[config.mk]
export PLATFORM = sky130hd
export DESIGN_NAME = pcx_scanline_rle_encoder_top
export DESIGN_NICKNAME = d
export VERILOG_FILES = /design/src/pcxrle_pkg.sv /design/src/pcxrle_front.sv /design/src/pcxrle_fifo.sv /design/src/pcxrle_back.sv /design/src/pcx_scanline_rle_encoder_top.sv
export SDC_FILE = /design/constraint.sdc
export NUM_CORES = 1
export LEC_CHECK = 0
export BUFFER_PORTS_ARGS = -buffer_cell sky130_fd_sc_hd__buf_2
export CORE_ASPECT_RATIO = 1.25
export CORE_MARGIN = 4
export CORE_UTILIZATION = 50
export DETAILED_ROUTE_END_ITERATION = 10
export GPL_TIMING_DRIVEN = 0
export PLACE_DENSITY = 0.75
export SLEW_MARGIN = 10
export SYNTH_ARGS = -nofsm -noshare
export SYNTH_HDL_FRONTEND = slang
export SYNTH_SLANG_ARGS = --single-unit
[constraint.sdc]
create_clock -name clk -period 5.48 [get_ports clk]
set_clock_uncertainty 0.2 [all_clocks]
set_input_delay 0.548 -clock clk [delete_from_list [all_inputs] [get_ports clk]]
set_output_delay 0.548 -clock clk [all_outputs]
set_load 0.02 [all_outputs]
[src/pcxrle_pkg.sv]
package pcxrle_pkg;

  localparam logic [7:0] RLE_MARK      = 8'hC0;
  localparam logic [5:0] MAX_RUN_RESET = 6'd15;

  localparam int PIXEL_W = 8;
  localparam int RUN_W   = 6;

  // Command queue between front and back
  localparam int FIFO_DEPTH = 2;
  localparam int FIFO_PTR_W = (FIFO_DEPTH > 1) ? $clog2(FIFO_DEPTH) : 1;
  localparam int FIFO_CNT_W = $clog2(FIFO_DEPTH + 1);

  // Configuration space
  localparam int APB_ADDR_W = 3;
  localparam int APB_DATA_W = 32;
  localparam logic REG_MAX_RUN = 1'b0;

  typedef struct packed {
    logic               valid;
    logic               counted;  // run goes out as count byte + value
    logic [PIXEL_W-1:0] value;
    logic [RUN_W-1:0]   len;
  } run_t;

  // run0 is always valid; run1 holds the line-end flush that follows a broken run
  typedef struct packed {
    run_t run0;
    run_t run1;
  } cmd_t;

  typedef enum logic [1:0] {
    PH_R0_COUNT,
    PH_R0_VALUE,
    PH_R1_COUNT,
    PH_R1_VALUE
  } phase_t;

  function automatic logic needs_count(input logic [PIXEL_W-1:0] value,
                                       input logic [RUN_W-1:0] len);
    needs_count = (len > RUN_W'(1)) || (value >= RLE_MARK);
  endfunction

  function automatic logic [PIXEL_W-1:0] count_byte(input logic [RUN_W-1:0] len);
    count_byte = RLE_MARK | PIXEL_W'(len);
  endfunction

endpackage

[src/pcxrle_front.sv]
module pcxrle_front (
  input  logic                         clk,
  input  logic                         rst,
  input  logic [pcxrle_pkg::RUN_W-1:0] max_run,
  input  logic                         in_valid,
  output logic                         in_ready,
  input  logic [pcxrle_pkg::PIXEL_W-1:0] pixel,
  input  logic                         line_end,
  input  logic                         fifo_full,
  output logic                         push,
  output pcxrle_pkg::cmd_t             cmd
);
  import pcxrle_pkg::*;

  logic [PIXEL_W-1:0] held_value;
  logic [PIXEL_W-1:0] held_value_next;
  logic [RUN_W-1:0]   run_length;
  logic [RUN_W-1:0]   run_length_next;

  logic             accept;
  logic             break_run;
  logic [RUN_W-1:0] grown_len;
  run_t             broken;
  run_t             flushed;

  assign in_ready = !fifo_full;
  assign accept   = in_valid && in_ready;

  // A held run breaks on a new value or once it reaches the limit
  assign break_run = (run_length != '0) &&
                     ((held_value != pixel) || (run_length >= max_run));
  assign grown_len = (break_run ? RUN_W'(0) : run_length) + RUN_W'(1);

  always_comb begin
    broken.valid   = break_run;
    broken.counted = needs_count(held_value, run_length);
    broken.value   = held_value;
    broken.len     = run_length;

    flushed.valid   = line_end;
    flushed.counted = needs_count(pixel, grown_len);
    flushed.value   = pixel;
    flushed.len     = grown_len;

    cmd.run0 = break_run ? broken : flushed;
    cmd.run1 = flushed;
    cmd.run1.valid = break_run && line_end;
  end

  assign push = accept && (break_run || line_end);

  always_comb begin
    held_value_next = held_value;
    run_length_next = run_length;
    if (accept) begin
      if (line_end) begin
        held_value_next = '0;
        run_length_next = '0;
      end else begin
        held_value_next = pixel;
        run_length_next = grown_len;
      end
    end
  end

  always_ff @(posedge clk) begin
    if (rst) begin
      held_value <= '0;
      run_length <= '0;
    end else begin
      held_value <= held_value_next;
      run_length <= run_length_next;
    end
  end

endmodule

[src/pcxrle_fifo.sv]
module pcxrle_fifo (
  input  logic             clk,
  input  logic             rst,
  input  logic             push,
  input  pcxrle_pkg::cmd_t push_cmd,
  input  logic             pop,
  output pcxrle_pkg::cmd_t head_cmd,
  output logic             not_empty,
  output logic             full
);
  import pcxrle_pkg::*;

  cmd_t                  mem [FIFO_DEPTH];
  logic [FIFO_PTR_W-1:0] wr_ptr;
  logic [FIFO_PTR_W-1:0] rd_ptr;
  logic [FIFO_CNT_W-1:0] count;

  assign full      = (count == FIFO_CNT_W'(FIFO_DEPTH));
  assign not_empty = (count != '0);
  assign head_cmd  = mem[rd_ptr];

  function automatic logic [FIFO_PTR_W-1:0] ptr_inc(input logic [FIFO_PTR_W-1:0] p);
    ptr_inc = (p == FIFO_PTR_W'(FIFO_DEPTH - 1)) ? '0 : p + FIFO_PTR_W'(1);
  endfunction

  always_ff @(posedge clk) begin
    if (push) begin
      mem[wr_ptr] <= push_cmd;
    end
  end

  always_ff @(posedge clk) begin
    if (rst) begin
      wr_ptr <= '0;
      rd_ptr <= '0;
      count  <= '0;
    end else begin
      if (push) begin
        wr_ptr <= ptr_inc(wr_ptr);
      end
      if (pop) begin
        rd_ptr <= ptr_inc(rd_ptr);
      end
      if (push && !pop) begin
        count <= count + FIFO_CNT_W'(1);
      end else if (pop && !push) begin
        count <= count - FIFO_CNT_W'(1);
      end
    end
  end

endmodule

[src/pcxrle_back.sv]
module pcxrle_back (
  input  logic                           clk,
  input  logic                           rst,
  input  pcxrle_pkg::cmd_t               head_cmd,
  input  logic                           head_valid,
  output logic                           pop,
  output logic                           out_valid,
  input  logic                           out_ready,
  output logic [pcxrle_pkg::PIXEL_W-1:0] out_data,
  output logic                           out_last
);
  import pcxrle_pkg::*;

  cmd_t   cmd;
  logic   cmd_valid;
  phase_t phase;
  phase_t phase_next;

  logic [PIXEL_W-1:0] cur_byte;
  logic               cur_last;
  phase_t             step_phase;
  phase_t             start_phase;
  logic               out_free;
  logic               emit;
  logic               done;
  logic               load;

  assign out_free    = !out_valid || out_ready;
  assign emit        = cmd_valid && out_free;
  assign done        = emit && cur_last;
  assign load        = head_valid && (!cmd_valid || done);
  assign pop         = load;
  assign start_phase = head_cmd.run0.counted ? PH_R0_COUNT : PH_R0_VALUE;

  // Byte and word-end flag for the current phase
  always_comb begin
    unique case (phase)
      PH_R0_COUNT: begin
        cur_byte = count_byte(cmd.run0.len);
        cur_last = 1'b0;
      end
      PH_R0_VALUE: begin
        cur_byte = cmd.run0.value;
        cur_last = !cmd.run1.valid;
      end
      PH_R1_COUNT: begin
        cur_byte = count_byte(cmd.run1.len);
        cur_last = 1'b0;
      end
      PH_R1_VALUE: begin
        cur_byte = cmd.run1.value;
        cur_last = 1'b1;
      end
      default: begin
        cur_byte = '0;
        cur_last = 1'b1;
      end
    endcase
  end

  always_comb begin
    unique case (phase)
      PH_R0_COUNT: step_phase = PH_R0_VALUE;
      PH_R0_VALUE: step_phase = cmd.run1.counted ? PH_R1_COUNT : PH_R1_VALUE;
      PH_R1_COUNT: step_phase = PH_R1_VALUE;
      PH_R1_VALUE: step_phase = PH_R0_COUNT;
      default:     step_phase = PH_R0_COUNT;
    endcase
    if (load) begin
      phase_next = start_phase;
    end else if (emit) begin
      phase_next = step_phase;
    end else begin
      phase_next = phase;
    end
  end

  always_ff @(posedge clk) begin
    if (rst) begin
      phase     <= PH_R0_COUNT;
      cmd_valid <= 1'b0;
      out_valid <= 1'b0;
    end else begin
      phase <= phase_next;
      if (load) begin
        cmd_valid <= 1'b1;
      end else if (done) begin
        cmd_valid <= 1'b0;
      end
      if (emit) begin
        out_valid <= 1'b1;
      end else if (out_ready) begin
        out_valid <= 1'b0;
      end
    end
  end

  always_ff @(posedge clk) begin
    if (load) begin
      cmd <= head_cmd;
    end
    if (emit) begin
      out_data <= cur_byte;
      out_last <= cur_last;
    end
  end

endmodule

[src/pcx_scanline_rle_encoder_top.sv]
// Channel   Dir  tdata                  tuser / tlast
// s_axis    in   [7:0] pixel            tlast = line_end
// m_axis    out  [7:0] out_byte         tlast = last_of_item
// apb       cfg  0x0: max_run [5:0]     pready tied high
//
// A pixel is taken every cycle while the two-entry command queue has room.
// A pixel that closes a run yields one or two output bytes and a line end up
// to four; extending a run yields none.
// The first byte passes the command queue, the command register and out_data.
// Synchronous reset clears the held run, the queue and the output register;
// max_run returns to 15. Stalls on m_axis back up into the queue, then s_axis.
module pcx_scanline_rle_encoder_top (
  input  logic                                clk,
  input  logic                                rst,
  input  logic                                s_axis_tvalid,
  output logic                                s_axis_tready,
  input  logic [7:0]                          s_axis_tdata,   // [7:0] pixel
  input  logic                                s_axis_tlast,
  output logic                                m_axis_tvalid,
  input  logic                                m_axis_tready,
  output logic [7:0]                          m_axis_tdata,   // [7:0] out_byte
  output logic                                m_axis_tlast,
  input  logic                                psel,
  input  logic                                penable,
  input  logic                                pwrite,
  input  logic [pcxrle_pkg::APB_ADDR_W-1:0]   paddr,
  input  logic [pcxrle_pkg::APB_DATA_W-1:0]   pwdata,
  output logic [pcxrle_pkg::APB_DATA_W-1:0]   prdata,
  output logic                                pready
);
  import pcxrle_pkg::*;

  logic [RUN_W-1:0] max_run;
  logic             cfg_write;
  logic             reg_hit;

  logic push;
  cmd_t push_cmd;
  logic pop;
  cmd_t head_cmd;
  logic head_valid;
  logic fifo_full;

  assign pready    = 1'b1;
  assign reg_hit   = (paddr[APB_ADDR_W-1] == REG_MAX_RUN);
  assign cfg_write = psel && penable && pwrite && pready;
  assign prdata    = reg_hit ? APB_DATA_W'(max_run) : '0;

  always_ff @(posedge clk) begin
    if (rst) begin
      max_run <= MAX_RUN_RESET;
    end else if (cfg_write && reg_hit) begin
      max_run <= pwdata[RUN_W-1:0];
    end
  end

  pcxrle_front u_front (
    .clk       (clk),
    .rst       (rst),
    .max_run   (max_run),
    .in_valid  (s_axis_tvalid),
    .in_ready  (s_axis_tready),
    .pixel     (s_axis_tdata),
    .line_end  (s_axis_tlast),
    .fifo_full (fifo_full),
    .push      (push),
    .cmd       (push_cmd)
  );

  pcxrle_fifo u_fifo (
    .clk       (clk),
    .rst       (rst),
    .push      (push),
    .push_cmd  (push_cmd),
    .pop       (pop),
    .head_cmd  (head_cmd),
    .not_empty (head_valid),
    .full      (fifo_full)
  );

  pcxrle_back u_back (
    .clk        (clk),
    .rst        (rst),
    .head_cmd   (head_cmd),
    .head_valid (head_valid),
    .pop        (pop),
    .out_valid  (m_axis_tvalid),
    .out_ready  (m_axis_tready),
    .out_data   (m_axis_tdata),
    .out_last   (m_axis_tlast)
  );

endmodule

==> out/qor.csv, run 1 <==
metric,value,unit
post-route-min-period,3.98,ns
power,3.19,mW
wl_per_cell,16.4,um
worstPathArrival,3.98,ns
cp_max_fo,10,
ant_nets,0,
synth_top_area_share,52.4,%
clock.fmax,251,MHz
worstSetupPathType,flop to flop,
cp.required,5.48,ns
finalHoldViolCount,0,
cpMostUsedCell,ha_1,
gp_congestion,0.883,
htree_levels,4,
cts_resized,0,
slew_violations,0,
status,completed,
p_leak,2.73,nW
critical-path-slowest-cell,dfxtp_1,
rsz0062_at_grt,no,
numPortBuffers,37,
core,11200,um2
drt_pass1_iterations,5,
initial_core_util,51.7,%
cp.buffers_inverters,4,
first_global_vias,3686,
clock_latency,0.41,ns
power.density,465,nW/um2
cts_hold_buf,0,
cts.sinks,130,
crit_chain,inv_1 > ha_1 > nand2b_1 > a21oi_1 > o21ai_1 > o21a_2 > clkinv_2 > buf_6 > ha_1 > ha_1 > clkbuf_1 > nand3_1 > nand2_1 > o21ai_0 > a31oi_1 > a21oi_1 > a31oi_1,
row_count,43,
drc,0,
cp-startpoint,u_front.run_length[0],
syn_avg_cell_area,13.0,um2
synth.distinct_cells,47,
grt.total_usage,17.8,%
maxSlewHeadroom,43.9,%
irDropWorstVdd,0.315,mV
drt_iter0_drc,238,
synth_flop_cell,edfxtp_1,
synth-edff-count,101,
cts_made_buffers,17,
ys_seq_area_share,62.5,%
setup_tns,0,ns
hp-class,input port to flop,
hp-start,pwdata[0],
finalSetupViolCount,0,
fin_crit_sh,72.6,%
async_flop_share,0,%
vias_per_cell,5.27,
endpoint_kind,flop,
place_hpwl,7810,um
grt_pass1_wl,18500,um
pin_count,95,
grt_max_degree,35,
reg2reg_from,u_front.run_length[0],
area_growth,18.6,%
drive_above_1_share,27.2,%
antenna_found_initial,0,
cts_buffer_depth,2,
finalNetCount,598,
syn_area,5790,um2
clk_pin_slew,0.05,ns
grt.overflow.total,0,
cts_tree,built,
vias,3583,
clock-root-buffer,clkbuf_16,
die-area,13400,um2
worstMarginPinSlew,0.841,ns
synth_top_cells_by_area,"edfxtp_1, dfxtp_1, mux2_2, buf_4, ha_1",
critical_path.top_delay_family,compound AO/OA/AOI/OAI gates,
die_h,128,um
cts_setup_buffers,0,
crit_path_max_incr_delay,0.38,ns
drt-total-wl,11200,um
fin_util,61.3,%
n_antenna_cell,0,
die_w,104,um
synthCells,445,
max-cap-violations,0,
yosys_warnings,0,
ys_ff_latch,130,
synth_largest_area_cell,edfxtp_1,
cp-start-kind,flop,
==> layer usage <==
metal | track usage [%] | vias up | share of wire, %
met5 | 0 | - | 0
met4 | 6.96 | 0 | 1.6
met3 | 5.59 | 16 | 6.5
met2 | 31.1 | 146 | 52
met1 | 20.6 | 1691 | 40
li1 | - | 1730 | -
==> synth_stat cells (2+ instances only) <==
| library cell | instances |
|---|---|
| edfxtp_1 | 101 |
| mux2_2 | 40 |
| nor2_1 | 34 |
| dfxtp_1 | 29 |
| buf_4 | 27 |
| nand2_1 | 24 |
| a21oi_1 | 21 |
| inv_1 | 19 |
| ha_1 | 15 |
| clkbuf_1 | 14 |
| xor2_1 | 13 |
| mux2i_1 | 11 |
| nor3b_1 | 10 |
| nand3_1 | 8 |
| o21ai_0 | 7 |
| a222oi_1 | 6 |
| nand2b_1 | 5 |
| nor3_1 | 5 |
| xnor2_1 | 5 |
| a31oi_1 | 4 |
| and2_1 | 4 |
| or3_1 | 4 |
| buf_1 | 3 |
| buf_6 | 3 |
| nor4_1 | 3 |
| o21a_1 | 3 |
| a211oi_1 | 2 |
| a21o_1 | 2 |
| conb_1 | 2 |
| nand4_1 | 2 |
| nand4b_1 | 2 |
| nor2b_1 | 2 |
==> registers in the layout (all words and copies together), names as in the netlist, named ones only <==
register,count
u_fifo.wr_ptr,1
u_back.out_data,8
u_back.cmd_valid,1
u_back.out_valid,1
u_fifo.count,2
u_back.out_last,1
max_run,6
u_front.held_value,8
u_fifo.mem,62
u_back.cmd,30
u_front.run_length,6
u_back.phase,2
u_fifo.rd_ptr,1
==> final timing paths <==
path	to	slack, ns	cells after the start
setup / recovery	u_fifo.mem[1][30]	1.50	17
hold / removal	max_run[0]	0.16	3
setup reg to reg	u_fifo.mem[1][30]	1.50	17
hold reg to reg	u_back.out_valid	0.27	2
==> power by group <==
part	internal (mW)	total [mW]	switching, mW	leakage, nW
combinational	0.271	0.704	0.433	1.27
sequential	1.34	1.41	0.0703	1.18
clock	0.699	1.08	0.376	0.280
total	2.31	3.19	0.879	2.73
==> metrics by stage <==
| stage | cells | instance area (um2) | hold slack (ns) | setup WS [ns] |
|---|---|---|---|---|
| CTS | 680 | 6860 | 0.137 | 1.53 |
| finish | 680 | 6860 | 0.155 | 1.50 |
| global route | 680 | 6860 | 0.158 | 1.25 |
| floorplan | 470 | 5880 | 0.243 | 1.13 |
| detailed placement | 648 | 6290 | 0.271 | 1.28 |
| global placement | 642 | 6230 | 0.258 | -0.327 |
==> worst register-to-register path, delay by kind of cell, from the launching register on <==
family | cells | cell delay (ns)
AO/OA/AOI/OAI | 7 | 1.22
flip-flops | 1 | 0.38
adder cells (fa/ha/maj) | 3 | 0.73
AND/OR/NAND/NOR | 3 | 0.52
buffers and inverters | 4 | 0.71
==> final cells by class <==
cell class / instances / area [um2]
Fill cell: 907 / 4330
Sequential cell: 130 / 3610
Multi-Input combinational cell: 271 / 1890
Clock buffer: 25 / 485
Buffer: 48 / 305
Timing Repair Buffer: 43 / 234
Tap cell: 135 / 169
Clock inverter: 7 / 82.6
Inverter: 21 / 80.1
==> logic make-up (layout without fill, tap and decap cells) <==
family / after synthesis / count (layout) / synth area share (%)
flip-flops: 130 / 130 / 62.5
other: 2 / 27 / 0.130
XOR/XNOR: 18 / 18 / 2.72
multiplexers: 51 / 51 / 9.69
AO/OA/AOI/OAI: 51 / 51 / 5.64
AND/OR/NAND/NOR: 109 / 109 / 9.45
adder cells (fa/ha/maj): 15 / 15 / 3.24
buffers and inverters: 69 / 144 / 6.66
==> cell usage in the layout (no fill, tap or decap), drive strengths merged, types with 10 or more instances in the layout <==
cell type / count
mux2i: 11
clkbuf: 39
xor2: 13
edfxtp: 101
nand2: 24
dfxtp: 29
nor3b: 10
a21oi: 22
buf: 77
mux2: 40
conb: 27
ha: 15
inv: 19
nor2: 35
(Power assumes the default switching activity.)
==> inputs of run 2 (changes only) <==
--- a/config.mk
+++ b/config.mk
@@ -11,7 +11,7 @@
 export CORE_UTILIZATION = 50
 export DETAILED_ROUTE_END_ITERATION = 10
 export GPL_TIMING_DRIVEN = 0
-export PLACE_DENSITY = 0.75
+export PLACE_DENSITY = 0.78
 export SLEW_MARGIN = 10
 export SYNTH_ARGS = -nofsm -noshare
 export SYNTH_HDL_FRONTEND = slang
==> constraint.sdc (replaced) <==
create_clock -name clk -period 3.3 [get_ports clk]
set_clock_uncertainty 0.2 [all_clocks]
set_input_delay 0.33 -clock clk [delete_from_list [all_inputs] [get_ports clk]]
set_output_delay 0.33 -clock clk [all_outputs]
set_load 0.02 [all_outputs]
==> run 2 against run 1 <==
  * Global-route usage grew 0.052 points
  * Sequential power is 67% higher
  * First-iteration DRC count increased by 8.8%
  * Via count up 3.3%
  * Non-clock buffer count increased by 8
  * Final cell count grew 1.2%
  * Setup slack worse by 1.3 ns
  * Critical endpoint is now u_fifo.mem[1][18]
  * Maximum frequency rose by 29%
  * Combinational power increased by 75%
  * Count of clock-buffer cells in the layout shrank 7
  * Sequential share of layout area fell by 1.7 points
==> out/qor.csv, run 2 (synthesis gave the netlist of run 1 again) <==
metric,value,unit,change
clk_pin_slew,0.06,ns,was 0.05 ns
core,11200,um2,unchanged
reg_top3,"u_fifo.mem: 62 flops, u_back.cmd: 30 flops",,unchanged
swShare,27.9,%,was 27.5%
place_hpwl,7570,um,was 7810 um
die_w,104,um,unchanged
drt_pass1_iterations,5,,unchanged
stdcell_count,688,,was 680
irDropWorstVdd,0.389,mV,was 0.315 mV
dp.cells,644,,was 648
status,completed,,unchanged
critical_path.top_delay_family,simple AND/OR/NAND/NOR gates,,was compound AO/OA/AOI/OAI gates
cts_made_buffers,17,,unchanged
grt_pass1_wl,18500,um,about the same
p_leak,2.78,nW,was 2.73 nW
numPortBuffers,37,,unchanged
whs,0.0282,ns,was 0.155 ns
cts.sinks,130,,unchanged
n_antenna_cell,0,,unchanged
fin_util,63.4,%,was 61.3%
regMostFlops,u_fifo.mem,,unchanged
largest_reg_flops,62,,unchanged
cts_buffer_depth,2,,unchanged
crit_chain,inv_1 > ha_1 > nand2b_1 > a21oi_2 > o21ai_2 > o21a_2 > buf_4 > buf_6 > nor2_2 > nor3b_4 > buf_8,,was inv_1 > ha_1 > nand2b_1 > a21oi_1 > o21ai_1 > o21a_2 > clkinv_2 > buf_6 > ha_1 > ha_1 > clkbuf_1 > nand3_1 > nand2_1 > o21ai_0 > a31oi_1 > a21oi_1 > a31oi_1
pin_count,95,,unchanged
endpoint_kind,flop,,unchanged
clock.fmax,325,MHz,was 251 MHz
grt.total_usage,17.9,%,was 17.8%
worstSetupPathType,flop to flop,,unchanged
slew_violations,0,,unchanged
finalNetCount,607,,was 598
wl_per_cell,16.9,um,was 16.4 um
setup_tns,0,ns,unchanged
power.density,772,nW/um2,was 465 nW/um2
first_global_vias,3771,,was 3686
power_frac_clock,34.5,%,was 33.7%
worstMarginPinSlew,0.815,ns,was 0.841 ns
die-area,13400,um2,unchanged
fin_crit_sh,93.3,%,was 72.6%
grt_max_degree,35,,unchanged
drt_iter0_drc,259,,was 238
antenna_found_initial,0,,unchanged
max-cap-violations,0,,unchanged
ant_nets,0,,unchanged
row_count,43,,unchanged
post-route-min-period,3.08,ns,was 3.98 ns
drive_above_1_share,28.4,%,was 27.2%
worstPathArrival,2.99,ns,was 3.98 ns
mostFrequentLayoutCell,edfxtp_1,,unchanged
initial_core_util,51.7,%,unchanged
critical-path-slowest-cell,nor3b_4,,was dfxtp_1
cp-start-kind,flop,,unchanged
grt.overflow.total,0,,unchanged
drc,0,,unchanged
combPwrFrac,22.4,%,was 22.0%
maxSlewHeadroom,45.6,%,was 43.9%
cts_tree,built,,unchanged
power_frac_seq,43.1,%,was 44.3%
finalHoldViolCount,0,,unchanged
gp_congestion,0.880,,was 0.883
htree_levels,4,,unchanged
die_h,128,um,unchanged
crit_path_max_incr_delay,0.72,ns,was 0.38 ns
area_growth,22.6,%,was 18.6%
vias,3702,,was 3583
cp_max_fo,17,,was 10
drt-total-wl,11700,um,was 11200 um
clock_latency,0.41,ns,about the same
hp-class,input port to flop,,unchanged
p_int,3.95,mW,was 2.31 mW
cp.required,3.21,ns,was 5.48 ns
clock-root-buffer,clkbuf_16,,unchanged
vias_per_cell,5.38,,was 5.27
finalSetupViolCount,0,,unchanged
ff2ff_setup_slack,0.22,ns,was 1.50 ns
final_cell_mix,"edfxtp_1, mux2_2, buf_2, nor2_1, buf_4",,unchanged
cp.buffers_inverters,4,,unchanged
p_switching,1.53,mW,was 0.879 mW
rsz0062_at_grt,no,,unchanged
-- run 2: cell types whose count changed in the layout (fill, tap and decap cells not counted), moves of 3 or more --
| cell | before | now |
|---|---|---|
| dlygate4sd3_1 | 0 | 12 |
| clkbuf_1 | 19 | 13 |
| clkbuf_8 | 3 | 0 |
| clkinv_1 | 3 | 6 |
| clkinv_2 | 4 | 1 |
-- run 2: routing by layer --
layer | track usage [%] | vias up | routed length, um
li1 | - | 1752 | -
met1 | 19.5 | 1764 | 4640
met2 | 30.8 | 153 | 5980
met3 | 5.79 | 33 | 647
met4 | 10.1 | 0 | 386
met5 | 0 | - | 0
-- run 2: stage by stage --
step	total power, mW	setup WS (ns)	instance area, um2
after floorplan	3.20	0.0375	5890
after global placement	3.48	-0.715	6240
after detailed placement	3.55	-0.592	6290
after CTS	5.47	0.0326	7050
after global routing	5.72	0.0363	7090
final	5.48	0.220	7090
-- run 2: layout make-up --
| type | count | area [um2] |
|---|---|---|
| Clock inverter | 13 | 168 |
| Tap cell | 135 | 169 |
| Timing Repair Buffer | 54 | 358 |
| Multi-Input combinational cell | 272 | 1980 |
| Inverter | 21 | 83.8 |
| Buffer | 45 | 287 |
| Sequential cell | 130 | 3620 |
| Fill cell | 828 | 4100 |
| Clock buffer | 18 | 429 |
-- run 2: power by group through the flow --
stage | Clock [mW] | Combinational (mW) | Sequential [mW]
floorplan | 0 | 0.799 | 2.41
global placement | 0 | 1.11 | 2.37
detailed placement | 0 | 1.17 | 2.38
CTS | 1.91 | 1.21 | 2.35
global route | 1.99 | 1.34 | 2.39
finish | 1.89 | 1.23 | 2.36
-- run 2: worst reg2reg max path, cell delays in order (launching register included) --
cell and delay, ns:
dfxtp_4 0.37, inv_1 0.06, ha_1 0.26, nand2b_1 0.11, a21oi_2 0.06, o21ai_2 0.18, o21a_2 0.22, buf_4 0.12
buf_6 0.12, nor2_2 0.07, nor3b_4 0.72, buf_8 0.27
-- run 2: path summary, 6_finish.rpt --
kind,start,to,cells past startpoint
setup / recovery,u_front.run_length[0],u_fifo.mem[1][18],11
hold / removal,s_axis_tdata[6],u_fifo.mem[0][12],1
setup reg to reg,u_front.run_length[0],u_fifo.mem[1][18],11
hold reg to reg,u_back.cmd_valid,u_back.out_valid,2
-- run 2: repair_timing --
action                                 4_1_cts  5_1_grt
resized for setup                            9       10
endpoints found under the hold margin       18        0
buffers inserted                             0        3
gates cloned                                 0        1
pin swaps                                    0        2
hold buffers                                12        0
setup endpoints to repair                   13       26
==> inputs of run 3 (changes only) <==
--- a/config.mk
+++ b/config.mk
@@ -5,6 +5,7 @@
 export SDC_FILE = /design/constraint.sdc
 export NUM_CORES = 1
 export LEC_CHECK = 0
+export ABC_AREA = 1
 export BUFFER_PORTS_ARGS = -buffer_cell sky130_fd_sc_hd__buf_2
 export CORE_ASPECT_RATIO = 1.25
 export CORE_MARGIN = 4
@@ -12,6 +13,7 @@
 export DETAILED_ROUTE_END_ITERATION = 10
 export GPL_TIMING_DRIVEN = 0
 export PLACE_DENSITY = 0.78
+export RECOVER_POWER = 100
 export SLEW_MARGIN = 10
 export SYNTH_ARGS = -nofsm -noshare
 export SYNTH_HDL_FRONTEND = slang
==> run 3 against run 2 <==
  * Clock power grew 2%
  * Utilization shrank 0.74 points
  * Routed wire length shrank 5.4%
  * Design area shrank 1.6%
  * Sequential power grew 2%
  * Critical path type is now input port to flop
  * Sequential share of layout area grew 0.85 points
==> out/qor.csv, run 3 <==
metric,value,unit,change
syn_area,5710,um2,was 5790 um2
ant_nets,0,,unchanged
status,completed,,unchanged
hp-class,input port to flop,,unchanged
synth-edff-count,101,,unchanged
mostFrequentLayoutCell,nand2_1,,was edfxtp_1
worstMarginPinSlew,0.904,ns,was 0.815 ns
synth_flop_cell,edfxtp_1,,unchanged
synthTopCellsByCount,"nand2_1, edfxtp_1, inv_1",,"was edfxtp_1, mux2_2, nor2_1"
wl_per_cell,14.6,um,was 16.9 um
grt.overflow.total,0,,unchanged
fin_crit_sh,93.8,%,was 93.3%
grtUsageMet2,30.6,%,was 30.8%
die_h,127,um,was 128 um
top_usage_layer,met2,,unchanged
htree_levels,4,,unchanged
core,11100,um2,was 11200 um2
synth_top_area_share,53.2,%,was 52.4%
cp-start-kind,input port,,was flop
worstSetupPathType,input port to flop,,was flop to flop
drc,0,,unchanged
regMostFlops,u_fifo.mem,,unchanged
yosys_warnings,0,,unchanged
drive_above_1_share,21.5,%,was 28.4%
synth.distinct_cells,32,,was 47
cts.sinks,130,,unchanged
maxSlewHeadroom,39.6,%,was 45.6%
use_met3,4.50,%,was 5.79%
ys_seq_area_share,63.3,%,was 62.5%
fin_ws,0.204,ns,was 0.220 ns
final_cell_mix,"nand2_1, edfxtp_1, inv_1, a21oi_1, clkbuf_1",,"was edfxtp_1, mux2_2, buf_2, nor2_1, buf_4"
grt_max_degree,35,,unchanged
synthCells,510,,was 445
drt_iter0_drc,238,,was 259
cp_max_fo,10,,was 17
finalNetCount,672,,was 607
antenna_found_initial,0,,unchanged
worstPathArrival,3.04,ns,was 2.99 ns
ys_ff_latch,130,,unchanged
vias_per_cell,5.04,,was 5.38
endpoint_kind,flop,,unchanged
syn_avg_cell_area,11.2,um2,was 13.0 um2
finalSetupViolCount,0,,unchanged
vias,3802,,was 3702
die_w,104,um,about the same
gr-usage-met1,18.4,%,was 19.5%
max-cap-violations,0,,unchanged
gp_congestion,0.891,,was 0.880
place_hpwl,7690,um,was 7570 um
clock-root-buffer,clkbuf_16,,unchanged
largest_reg_flops,62,,unchanged
clock.fmax,323,MHz,was 325 MHz
ff2ff_setup_slack,0.21,ns,was 0.22 ns
whs,0.00605,ns,was 0.0282 ns
synth_largest_area_cell,edfxtp_1,,unchanged
finalHoldViolCount,0,,unchanged
cts_buffer_depth,2,,unchanged
synth_top_cells_by_area,"edfxtp_1, dfxtp_1, nand2_1, mux2_2, buf_4",,"was edfxtp_1, dfxtp_1, mux2_2, buf_4, ha_1"
area_growth,22.3,%,was 22.6%
pin_count,95,,unchanged
cts_tree,built,,unchanged
irDropWorstVdd,0.360,mV,was 0.389 mV
fillerInstances,824,,was 828
grt.total_usage,17.4,%,was 17.9%
drt-total-wl,11000,um,was 11700 um
die-area,13200,um2,was 13400 um2
initial_core_util,51.2,%,was 51.7%
grt_pass1_wl,17900,um,was 18500 um
drt_pass1_iterations,5,,unchanged
reg_top3,"u_fifo.mem: 62 flops, u_back.cmd: 30 flops",,unchanged
post-route-min-period,3.10,ns,was 3.08 ns
row_count,43,,unchanged
power.density,786,nW/um2,was 772 nW/um2
first_global_vias,3779,,was 3771
clk_pin_slew,0.05,ns,was 0.06 ns
clock_latency,0.41,ns,about the same
n_antenna_cell,0,,unchanged
cts_made_buffers,17,,unchanged
p_leak,2.80,nW,was 2.78 nW
yosysMostFrequentCell,nand2_1,,was edfxtp_1
place_ws,-0.103,ns,was -0.592 ns
numPortBuffers,38,,was 37
cp.required,3.24,ns,was 3.21 ns
async_flop_share,0,%,unchanged
slew_violations,0,,unchanged
[run 3: cell types whose count changed in the layout (fill, tap and decap cells not counted), moves of 15 or more]
cell	delta
clkbuf_1	+17
mux2_2	-15
inv_1	+32
nand2_1	+82
o21ai_0	+16
buf_2	-17
a21oi_1	+15
[run 3: critical path, cell delays in order]
cell and delay (ns):
dlygate4sd3_1 0.52, clkbuf_1 0.23, nand2_1 0.08, nand2_1 0.10, nand3_1 0.09, nor2_2 0.12
nand2_2 0.07, nand2_4 0.10, buf_8 0.15, buf_6 0.15, ha_4 0.16, ha_4 0.14
nand2_1 0.09, o211ai_1 0.18, nand2_1 0.10, nor2_2 0.13, nand3_2 0.12, nand2_1 0.08
nand2_1 0.08
[run 3: repair_timing]
| item | 4_1_cts | 5_1_grt |
|---|---|---|
| pin swaps | 0 | 1 |
| cloned | 0 | 1 |
| hold buffers | 11 | 0 |
| buffers inserted | 0 | 1 |
| gates resized for setup | 3 | 12 |
| hold endpoints to repair | 18 | 0 |
| endpoints found under the setup margin | 2 | 8 |
[run 3: logic make-up after synthesis]
| family | count (synthesis) | synth area share (%) |
|---|---|---|
| other | 2 | 0.132 |
| and+or+nand+nor | 161 | 11.8 |
| adders and majority gates | 15 | 3.29 |
| buffers and inverters | 99 | 8.55 |
| muxes | 31 | 6.10 |
| DFF | 130 | 63.3 |
| AOI/OAI and AO/OA | 72 | 6.84 |
[run 3: final timing paths]
path                            cells after the start             startpoint                end
worst min-delay path                                3              pwdata[4]         max_run[4]
worst min register to register                      1          u_fifo.rd_ptr      u_fifo.rd_ptr
worst max register to register                     19  u_front.run_length[3]  u_fifo.mem[0][30]
worst max-delay path                               19        s_axis_tdata[2]  u_fifo.mem[0][30]
[run 3: where the power goes]
part	leakage (nW)	internal, mW	switching, mW	total [mW]
clock	0.301	1.28	0.642	1.93
sequential	1.18	2.29	0.122	2.41
combinational	1.32	0.396	0.755	1.15
[run 3: routing by layer]
layer,vias to the layer above,part of all wire (%)
li1,1869,-
met1,1779,39
met2,123,52
met3,31,5.1
met4,0,4.0
met5,-,0
[run 3: final cells by class]
cell class | instances | area [um2] | area share, %
inverter | 58 | 221 | 3.17
clock buffer | 23 | 498 | 7.14
timing repair buffer | 51 | 304 | 4.36
sequential | 130 | 3620 | 51.8
multi-input combinational | 306 | 1760 | 25.2
timing repair inverter | 1 | 7.51 | 0.108
clock inverter | 9 | 128 | 1.83
tap | 135 | 169 | 2.42
buffer | 41 | 277 | 3.96
[run 3: metrics by stage]
step                      std cells  utilization [%]  TNS [ns]  area (um2)  power [mW]
after floorplan                 535                -         0        5800        3.23
after detailed placement        709             55.6    -0.207        6190        3.57
final                           754             62.7         0        6980        5.48
after CTS                       752             62.3         0        6940        5.51
after global routing            754             62.7    -0.147        6980        5.74
after global placement          708             55.3     -6.17        6160        3.51
